[src/hw/rtl/rclc_pkg.sv]
`timescale 1ns / 1ps
// ----------------------------------------------------------------------------
// rclc_pkg
// Shared constants, codes and controller/datapath interface types for the
// relay channel lock controller.
// ----------------------------------------------------------------------------
package rclc_pkg;

    localparam int MAX_MODULES = 8;
    localparam int MOD_W       = (MAX_MODULES > 1) ? $clog2(MAX_MODULES) : 1;
    localparam int N_W         = $clog2(MAX_MODULES + 1);

    localparam int OP_W       = 3;
    localparam int CH_W       = 8;
    localparam int CFG_IDX_W  = 2;
    localparam int CFG_DATA_W = 16;

    localparam logic [OP_W-1:0] OP_OPEN    = 3'd0;
    localparam logic [OP_W-1:0] OP_CLOSE   = 3'd1;
    localparam logic [OP_W-1:0] OP_LOCK    = 3'd2;
    localparam logic [OP_W-1:0] OP_UNLOCK  = 3'd3;
    localparam logic [OP_W-1:0] OP_QUERY   = 3'd4;
    localparam logic [OP_W-1:0] OP_TICK    = 3'd5;
    localparam logic [OP_W-1:0] OP_ALL_OFF = 3'd6;
    localparam logic [OP_W-1:0] OP_NONE    = 3'd7;

    localparam logic [CFG_IDX_W-1:0] CFG_MODULE_COUNT   = 2'd0;
    localparam logic [CFG_IDX_W-1:0] CFG_ACTIVE_LOW     = 2'd1;
    localparam logic [CFG_IDX_W-1:0] CFG_INVERTED       = 2'd2;
    localparam logic [CFG_IDX_W-1:0] CFG_REFRESH_TICKS  = 2'd3;

    localparam logic [CH_W-1:0] CH_INVALID = 8'hFF;
    localparam logic [15:0]     REFRESH_RESET = 16'd60000;

    // controller -> datapath
    typedef struct packed {
        logic             capture;
        logic             exec_cmd;
        logic             exec_tick;
        logic             exec_all_off;
        logic             load_byte;
        logic [MOD_W-1:0] emit_idx;
    } rclc_cmd_t;

    // datapath -> controller
    typedef struct packed {
        logic [OP_W-1:0] op;
        logic            tick_emit;
        logic [N_W-1:0]  used_n;
    } rclc_status_t;

    // module flags repeat every 8 modules
    function automatic logic flag_of(input logic [7:0] mask, input logic [4:0] m);
        return mask[m[2:0]];
    endfunction

endpackage

[src/hw/rtl/rclc_ctrl.sv]
`timescale 1ns / 1ps
// ----------------------------------------------------------------------------
// rclc_ctrl
// Sequencer: takes one command and executes it; for a rewrite or all-off it
// then walks the module bytes out through the output register, last module first.
// ----------------------------------------------------------------------------
module rclc_ctrl (
    input  logic                  clk,
    input  logic                  rst_n,
    input  logic                  in_valid,
    output logic                  in_stall,
    output logic                  out_valid,
    input  logic                  out_stall,
    input  rclc_pkg::rclc_status_t st,
    output rclc_pkg::rclc_cmd_t    cmd
);
    import rclc_pkg::*;

    localparam logic [1:0] S_IDLE = 2'd0;
    localparam logic [1:0] S_EXEC = 2'd1;
    localparam logic [1:0] S_EMIT = 2'd2;

    logic [1:0]       state_reg, state_next;
    logic [MOD_W-1:0] emit_reg, emit_next;
    logic             out_valid_reg, out_valid_next;
    logic             out_free;
    logic             used_zero;
    logic [MOD_W-1:0] last_idx;

    assign out_free  = !out_valid_reg || !out_stall;
    assign used_zero = (st.used_n == '0);
    assign last_idx  = MOD_W'(st.used_n - N_W'(1));
    assign in_stall  = (state_reg != S_IDLE);
    assign out_valid = out_valid_reg;

    always_comb
    begin
        state_next       = state_reg;
        emit_next        = emit_reg;
        cmd              = '0;
        cmd.emit_idx     = emit_reg;
        cmd.capture      = (state_reg == S_IDLE) && in_valid;
        unique case (state_reg)
            S_IDLE:
            begin
                if (in_valid)
                begin
                    state_next = S_EXEC;
                end
            end
            S_EXEC:
            begin
                priority if (st.op == OP_TICK)
                begin
                    cmd.exec_tick = 1'b1;
                    emit_next     = last_idx;
                    state_next    = (st.tick_emit && !used_zero) ? S_EMIT : S_IDLE;
                end
                else if (st.op == OP_ALL_OFF)
                begin
                    cmd.exec_all_off = 1'b1;
                    emit_next        = last_idx;
                    state_next       = used_zero ? S_IDLE : S_EMIT;
                end
                else if (st.op == OP_NONE)
                begin
                    state_next = S_IDLE;
                end
                else
                begin
                    if (out_free)
                    begin
                        cmd.exec_cmd = 1'b1;
                        state_next   = S_IDLE;
                    end
                end
            end
            S_EMIT:
            begin
                if (out_free)
                begin
                    cmd.load_byte = 1'b1;
                    if (emit_reg == '0)
                    begin
                        state_next = S_IDLE;
                    end
                    else
                    begin
                        emit_next = emit_reg - MOD_W'(1);
                    end
                end
            end
            default:
            begin
                state_next = S_IDLE;
            end
        endcase
    end

    always_comb
    begin
        priority if (cmd.exec_cmd || cmd.load_byte)
        begin
            out_valid_next = 1'b1;
        end
        else if (!out_stall)
        begin
            out_valid_next = 1'b0;
        end
        else
        begin
            out_valid_next = out_valid_reg;
        end
    end

    always_ff @(posedge clk or negedge rst_n)
    begin
        if (!rst_n)
        begin
            state_reg     <= S_IDLE;
            emit_reg      <= '0;
            out_valid_reg <= 1'b0;
        end
        else
        begin
            state_reg     <= state_next;
            emit_reg      <= emit_next;
            out_valid_reg <= out_valid_next;
        end
    end

endmodule

[src/hw/rtl/rclc_datapath.sv]
`timescale 1ns / 1ps
// ----------------------------------------------------------------------------
// rclc_datapath
// Configuration registers, per-module on/lock/saved bytes, tick counter and
// the output payload register.
// ----------------------------------------------------------------------------
module rclc_datapath (
    input  logic                          clk,
    input  logic                          rst_n,
    input  logic [rclc_pkg::OP_W-1:0]     op,
    input  logic [rclc_pkg::CH_W-1:0]     channel,
    input  logic                          lock_level,
    input  logic                          cfg_we,
    input  logic [rclc_pkg::CFG_IDX_W-1:0]  cfg_index,
    input  logic [rclc_pkg::CFG_DATA_W-1:0] cfg_data,
    input  rclc_pkg::rclc_cmd_t           cmd,
    output rclc_pkg::rclc_status_t        st,
    output logic                          kind,
    output logic                          accepted,
    output logic                          channel_on,
    output logic [7:0]                    shift_byte,
    output logic                          latch_now
);
    import rclc_pkg::*;

    // configuration
    logic [3:0]  module_count_reg;
    logic [7:0]  active_low_reg;
    logic [7:0]  inverted_reg;
    logic [15:0] refresh_reg;

    // channel state, kept at physical bit positions
    logic [7:0] on_reg    [MAX_MODULES];
    logic [7:0] lock_reg  [MAX_MODULES];
    logic [7:0] saved_reg [MAX_MODULES];
    logic [7:0] on_next   [MAX_MODULES];
    logic [7:0] lock_next [MAX_MODULES];
    logic [7:0] saved_next[MAX_MODULES];
    logic       pending_reg, pending_next;
    logic [15:0] ticks_reg, ticks_next;

    // captured command
    logic [OP_W-1:0] op_reg;
    logic [CH_W-1:0] ch_reg;
    logic            level_reg;

    // output payload
    logic       kind_reg, accepted_reg, chon_reg, latch_reg;
    logic [7:0] byte_reg;
    logic       kind_next, accepted_next, chon_next, latch_next;
    logic [7:0] byte_next;

    logic [N_W-1:0]   used_n;
    logic [CH_W-1:0]  c_m1;
    logic [4:0]       mod5;
    logic             hit;
    logic [MOD_W-1:0] cm;
    logic [2:0]       bit_pos;
    logic [7:0]       mask;
    logic [7:0]       on_sel, lock_sel, saved_sel;
    logic             locked;
    logic [15:0]      ticks_inc;
    logic             tick_pend;
    logic [7:0]       raw_byte;

    assign used_n = N_W'((int'(module_count_reg) > MAX_MODULES) ? MAX_MODULES
                                                                : int'(module_count_reg));

    assign c_m1    = ch_reg - CH_W'(1);
    assign mod5    = c_m1[7:3];
    assign hit     = (ch_reg != '0) && (ch_reg != CH_INVALID) && (int'(mod5) < int'(used_n));
    assign cm      = hit ? MOD_W'(mod5) : '0;
    assign bit_pos = flag_of(inverted_reg, mod5) ? (3'd7 - c_m1[2:0]) : c_m1[2:0];
    assign mask    = 8'd1 << bit_pos;

    assign on_sel    = on_reg[cm];
    assign lock_sel  = lock_reg[cm];
    assign saved_sel = saved_reg[cm];
    assign locked    = (lock_sel & mask) != '0;

    assign ticks_inc = (ticks_reg == 16'hFFFF) ? ticks_reg : ticks_reg + 16'd1;
    assign tick_pend = pending_reg || (ticks_inc >= refresh_reg);

    assign raw_byte = flag_of(active_low_reg, 5'(cmd.emit_idx)) ? ~on_reg[cmd.emit_idx]
                                                                : on_reg[cmd.emit_idx];

    assign st.op        = op_reg;
    assign st.tick_emit = tick_pend;
    assign st.used_n    = used_n;

    always_comb
    begin
        for (int i = 0; i < MAX_MODULES; i++)
        begin
            on_next[i]    = on_reg[i];
            lock_next[i]  = lock_reg[i];
            saved_next[i] = saved_reg[i];
        end
        pending_next  = pending_reg;
        ticks_next    = ticks_reg;
        kind_next     = kind_reg;
        accepted_next = accepted_reg;
        chon_next     = chon_reg;
        byte_next     = byte_reg;
        latch_next    = latch_reg;

        if (cmd.exec_tick)
        begin
            pending_next = 1'b0;
            ticks_next   = tick_pend ? 16'd0 : ticks_inc;
        end

        if (cmd.exec_all_off)
        begin
            for (int i = 0; i < MAX_MODULES; i++)
            begin
                if (i < int'(used_n))
                begin
                    on_next[i] = '0;
                end
            end
        end

        if (cmd.exec_cmd)
        begin
            kind_next     = 1'b0;
            accepted_next = 1'b1;
            chon_next     = 1'b0;
            byte_next     = '0;
            latch_next    = 1'b0;
            if (ch_reg == CH_INVALID)
            begin
                accepted_next = 1'b0;
            end
            else if (hit)
            begin
                unique case (op_reg)
                    OP_OPEN, OP_CLOSE:
                    begin
                        if (locked)
                        begin
                            // refused, but the request is remembered
                            saved_next[cm] = (op_reg == OP_OPEN) ? (saved_sel | mask)
                                                                 : (saved_sel & ~mask);
                            accepted_next  = 1'b0;
                        end
                        else
                        begin
                            on_next[cm]  = (op_reg == OP_OPEN) ? (on_sel | mask)
                                                               : (on_sel & ~mask);
                            pending_next = 1'b1;
                        end
                    end
                    OP_LOCK:
                    begin
                        if (!locked)
                        begin
                            lock_next[cm]  = lock_sel | mask;
                            saved_next[cm] = (saved_sel & ~mask) | (on_sel & mask);
                            on_next[cm]    = level_reg ? (on_sel | mask) : (on_sel & ~mask);
                            pending_next   = 1'b1;
                        end
                    end
                    OP_UNLOCK:
                    begin
                        if (locked)
                        begin
                            lock_next[cm] = lock_sel & ~mask;
                            on_next[cm]   = (on_sel & ~mask) | (saved_sel & mask);
                            pending_next  = 1'b1;
                        end
                    end
                    default:
                    begin
                        chon_next = (on_sel & mask) != '0;
                    end
                endcase
            end
        end

        if (cmd.load_byte)
        begin
            kind_next     = 1'b1;
            accepted_next = 1'b0;
            chon_next     = 1'b0;
            byte_next     = raw_byte;
            latch_next    = (cmd.emit_idx == '0);
        end
    end

    always_ff @(posedge clk or negedge rst_n)
    begin
        if (!rst_n)
        begin
            module_count_reg <= '0;
            active_low_reg   <= 8'hFF;
            inverted_reg     <= '0;
            refresh_reg      <= REFRESH_RESET;
            for (int i = 0; i < MAX_MODULES; i++)
            begin
                on_reg[i]    <= '0;
                lock_reg[i]  <= '0;
                saved_reg[i] <= '0;
            end
            pending_reg <= 1'b0;
            ticks_reg   <= '0;
        end
        else
        begin
            if (cfg_we)
            begin
                unique case (cfg_index)
                    CFG_MODULE_COUNT:  module_count_reg <= cfg_data[3:0];
                    CFG_ACTIVE_LOW:    active_low_reg   <= cfg_data[7:0];
                    CFG_INVERTED:      inverted_reg     <= cfg_data[7:0];
                    CFG_REFRESH_TICKS: refresh_reg      <= cfg_data;
                    default:           ;
                endcase
            end
            for (int i = 0; i < MAX_MODULES; i++)
            begin
                on_reg[i]    <= on_next[i];
                lock_reg[i]  <= lock_next[i];
                saved_reg[i] <= saved_next[i];
            end
            pending_reg <= pending_next;
            ticks_reg   <= ticks_next;
        end
    end

    always_ff @(posedge clk)
    begin
        if (cmd.capture)
        begin
            op_reg    <= op;
            ch_reg    <= channel;
            level_reg <= lock_level;
        end
        kind_reg     <= kind_next;
        accepted_reg <= accepted_next;
        chon_reg     <= chon_next;
        byte_reg     <= byte_next;
        latch_reg    <= latch_next;
    end

    assign kind       = kind_reg;
    assign accepted   = accepted_reg;
    assign channel_on = chon_reg;
    assign shift_byte = byte_reg;
    assign latch_now  = latch_reg;

endmodule

[src/hw/rtl/relay_channel_lock_controller.sv]
`timescale 1ns / 1ps
// ----------------------------------------------------------------------------
// relay_channel_lock_controller
// Channel on/lock bookkeeping for a chain of shift-register relay modules.
// ----------------------------------------------------------------------------
// One command is handled at a time. A channel command is captured at its
// transfer and, once the output register is free, executed into it; the input
// is free again after that (later while a previous result is still stalled).
// A tick with nothing to write or an ignored op frees the input after the
// execute state without a reply. A rewrite or all-off then produces one module
// byte per cycle from the output register while the output is not stalled,
// last module first, and holds the input off until the last byte is loaded.
// The sequencer's single output register sets this pace.
// ----------------------------------------------------------------------------
module relay_channel_lock_controller (
    input  logic                            clk,
    input  logic                            rst_n,
    input  logic                            in_valid,
    output logic                            in_stall,
    input  logic [rclc_pkg::OP_W-1:0]       op,
    input  logic [rclc_pkg::CH_W-1:0]       channel,
    input  logic                            lock_level,
    output logic                            out_valid,
    input  logic                            out_stall,
    output logic                            kind,
    output logic                            accepted,
    output logic                            channel_on,
    output logic [7:0]                      shift_byte,
    output logic                            latch_now,
    input  logic                            cfg_we,
    input  logic [rclc_pkg::CFG_IDX_W-1:0]  cfg_index,
    input  logic [rclc_pkg::CFG_DATA_W-1:0] cfg_data
);
    import rclc_pkg::*;

    rclc_cmd_t    cmd;
    rclc_status_t st;

    rclc_ctrl u_ctrl (
        .clk       (clk),
        .rst_n     (rst_n),
        .in_valid  (in_valid),
        .in_stall  (in_stall),
        .out_valid (out_valid),
        .out_stall (out_stall),
        .st        (st),
        .cmd       (cmd)
    );

    rclc_datapath u_datapath (
        .clk        (clk),
        .rst_n      (rst_n),
        .op         (op),
        .channel    (channel),
        .lock_level (lock_level),
        .cfg_we     (cfg_we),
        .cfg_index  (cfg_index),
        .cfg_data   (cfg_data),
        .cmd        (cmd),
        .st         (st),
        .kind       (kind),
        .accepted   (accepted),
        .channel_on (channel_on),
        .shift_byte (shift_byte),
        .latch_now  (latch_now)
    );

endmodule

[config.mk]
export PLATFORM = sky130hd
export DESIGN_NAME = relay_channel_lock_controller
export DESIGN_NICKNAME = d
export VERILOG_FILES = /design/src/hw/rtl/rclc_pkg.sv /design/src/hw/rtl/rclc_ctrl.sv /design/src/hw/rtl/rclc_datapath.sv /design/src/hw/rtl/relay_channel_lock_controller.sv
export SDC_FILE = /design/constraint.sdc
export NUM_CORES = 1
export LEC_CHECK = 0
export BUFFER_PORTS_ARGS = -buffer_cell sky130_fd_sc_hd__buf_2
export CAP_MARGIN = 40
export CORE_UTILIZATION = 23
export DETAILED_ROUTE_END_ITERATION = 6
export GPL_TIMING_DRIVEN = 0
export PLACE_DENSITY_LB_ADDON = 0.05
export SLEW_MARGIN = 5
export SYNTH_ARGS = -nofsm -noshare
export SYNTH_HDL_FRONTEND = slang
export SYNTH_SLANG_ARGS = --single-unit
[constraint.sdc]
create_clock -name clk -period 8.8 [get_ports clk]
set_input_delay 0.88 -clock clk [delete_from_list [all_inputs] [get_ports clk]]
set_output_delay 0.88 -clock clk [all_outputs]
set_load 0.02 [all_outputs]
==> out/summary.txt <==
Post-DR vias/cell = 5.22
Final Net Count = 1746
Die width = 266 um
Max cap viols = 0
Maximum VDD drop = 0.116 mV
Die Y = 266 um
Setup bufs post-CTS = 0
Clock transition at path regs = 0.06 ns
Pwr Total = 5.25 mW
Setup_tns = 0 ns
Max transition margin = 37.1%
DR iter-0 viols = 1274
Sw frac = 41.9%
HP Class = input pin to async pin
Number of synthesized flops with an enable pin = 21
Clk pwr share = 29.9%
Count of non-filler cells in the finished layout = 2645
Post-synthesis cell area = 16100 um^2
Gp weighted congestion = 0.879
Type of the worst setup path = flop to flop
Post-Synth XOR/XNOR Area = 1.64%
Core Rows = 96
Global Route Usage Sum = 19.7%
Layout area overhead = 19.6%
Synth Area in Compound Gates = 18.7%
Pleak = 8.15 nW
Unrepaired setup endpoints after global routing = no
Period utilisation layout = 93.2%
Critical Path AT = 8.63 ns
Slew @ Worst Pin = 0.943 ns
Vias in the first global route = 14200
Ys Warns = 0
CTS Sinks = 275
PD cells = 274 nW/um^2
Clock latency on the worst-skew pair = 0.56 ns
Cts hold-fix bufs = 0
GRT Residual Overflow = 0
Placed cells = 2573
First-pass GRT wire length = 102 mm
CP endpoint kind = flop
Post-synthesis mux area share = 16.1%
Post-layout util = 27.9%
Number of synthesized register bits = 275
Int Power = 3.05 mW
Avg Inst Size Synth = 10.3 um^2
Fin. Hold Viols = 0
Synth Area in Simple Gates = 15.1%
Post-synthesis sequential area ratio = 43.5%
Wirelength per Cell = 26.4 um
Switch Pwr = 2.20 mW
CTS tree = built
Core Box Area = 68800 um^2
Most common cell after layout, fill and taps aside = dfrtp_1
Residual DRC = 0
IO Port Bufs = 48
Initial antenna violation count = 3
Syn_nets = 1614
Clock Tree Root = clkbuf_16
Status = complete, no violations
Starting Density = 23.3%
ANT cells = 0
IO Pins = 49
Sequential power share = 30.4%
ANT nets after route = 0
Fin Hold WS = 0.282 ns
CTS Buf Count = 40
Post-synth ARST share = 91.3%
Final Max Tran Viols = 0
Combinational power share = 39.7%
DP HPWL = 50.7 mm
Synth Flop Type = dfrtp_1
Critical Path RT = 9.23 ns
Fmax = 0.122 GHz
Ratio of cells with drive above 1 in the final layout = 24.4%
CTS Buffer Depth = 3
Most frequent cells in the layout = dfrtp_1 (236), mux2_2 (163), nand2_1 (126)
Post-CTS sizing = 0
Largest family of logic cells by synthesized area = compound AO/OA/AOI/OAI gates
Yosys cell types = 89
Die area = 70900 um^2
Critical Path Start Type = flop
Setup Skew = 0.0203 ns
Setup Viol. Count Final = 0
H-tree depth = 2
Adder-cell share of the synthesized area = 2.10%
Total routed wirelength = 69.9 mm
CP max FO = 10
Post-route minimum period = 8.20 ns
TritonRoute pass-1 iters = 6
Via count = 13800
Synth Instances = 1552
Largest net degree at the start of global routing = 99
Fillers = 7222
[kinds of logic (layout without fill, tap and decap cells)]
logic type      count (synthesis)  count (layout)
simple gates                  473             473
compound gates                428             428
fa+ha+maj                      27              27
xor+xnor                       27              27
flops                         275             275
buf+inv                       111             273
mux                           211             211
[layout make-up]
cell class | instances | area (um^2) | share of cell area, %
multi-input cells | 1166 | 8630 | 45.0
flip-flops and latches | 275 | 6990 | 36.4
well taps | 931 | 1160 | 6.07
clock buffers | 56 | 1130 | 5.90
repair buffers | 90 | 707 | 3.68
plain buffers | 79 | 335 | 1.75
inverters | 32 | 120 | 0.626
clock inverters | 16 | 115 | 0.600
[synth_stat cells (16+ instances only)]
master | number | area share [%]
dfrtp_1 | 236 | 37
mux2_2 | 163 | 11
nand2_1 | 126 | 2.9
nor2_1 | 119 | 2.8
o21ai_0 | 90 | 2.8
nand3_1 | 73 | 2.3
a21oi_1 | 67 | 2.1
clkbuf_1 | 57 | 1.3
o22ai_1 | 42 | 1.6
a22o_1 | 35 | 1.9
nor3_1 | 31 | 0.97
inv_1 | 30 | 0.70
ha_1 | 27 | 2.1
a21o_1 | 23 | 1.1
edfxtp_1 | 21 | 3.9
mux2i_1 | 21 | 1.3
mux4_2 | 20 | 2.8
xnor2_1 | 20 | 1.1
a31oi_1 | 17 | 0.66
nor4_1 | 16 | 0.62
[per-layer routing]
metal / vias up / wire length, um / global-route usage [%]
met4: 0 / 2230 / 6.65
met3: 125 / 3260 / 3.06
li1: 6176 / - / -
met1: 7101 / 33500 / 28.2
met2: 415 / 30800 / 30.0
met5: - / 0 / 0
[stage by stage]
stage,setup slack [ns],instance area [um^2]
2_1_floorplan,2.91,16100
3_3_place_gp,-0.371,17500
3_5_place_dp,0.740,17900
4_1_cts,0.685,19200
5_1_grt,0.195,19200
6_report,0.595,19200
[final timing paths]
path	depth (start not counted)	slack, ns	from	end
max in group asynchronous	2	7.49	rst_n	u_datapath.saved_reg[35]
setup / recovery	24	0.60	u_datapath.ch_reg[1]	u_datapath.on_reg[39]
hold / removal	1	0.28	rst_n	u_datapath.refresh_reg[8]
hold reg to reg	2	0.45	u_datapath.kind	u_datapath.kind
min in group clk	2	0.45	u_datapath.kind	u_datapath.kind
setup reg to reg	24	0.60	u_datapath.ch_reg[1]	u_datapath.on_reg[39]
[power by group through the flow]
stage,clock [mW],sequential [mW],combinational (mW)
final,1.57,1.60,2.09
after floorplan,0,1.58,1.21
after CTS,1.63,1.59,2.09
after global routing,1.67,1.62,2.24
after global placement,0,1.61,2.01
after detailed placement,0,1.61,2.08
[critical path, cell delays in order (launching register included)]
cell and delay (ns):
edfxtp_1 0.44, buf_6 0.17, or4_1 0.51, buf_2 0.17, nor3_2 0.32, buf_4 0.29, nor2_8 0.10, inv_2 0.14
clkbuf_1 0.66, ha_1 0.39, o21a_1 0.12, o21a_1 0.25, or3_1 0.42, clkbuf_1 0.28, clkbuf_1 0.31, o21ai_0 0.23
a21oi_1 0.14, o41ai_2 0.53, o2111ai_1 0.53, nor2_2 0.38, buf_4 0.30, clkbuf_1 0.44, nand2_1 0.40, a22oi_1 0.44
a21oi_1 0.08
Note: power is estimated with default switching activity, not from simulation.
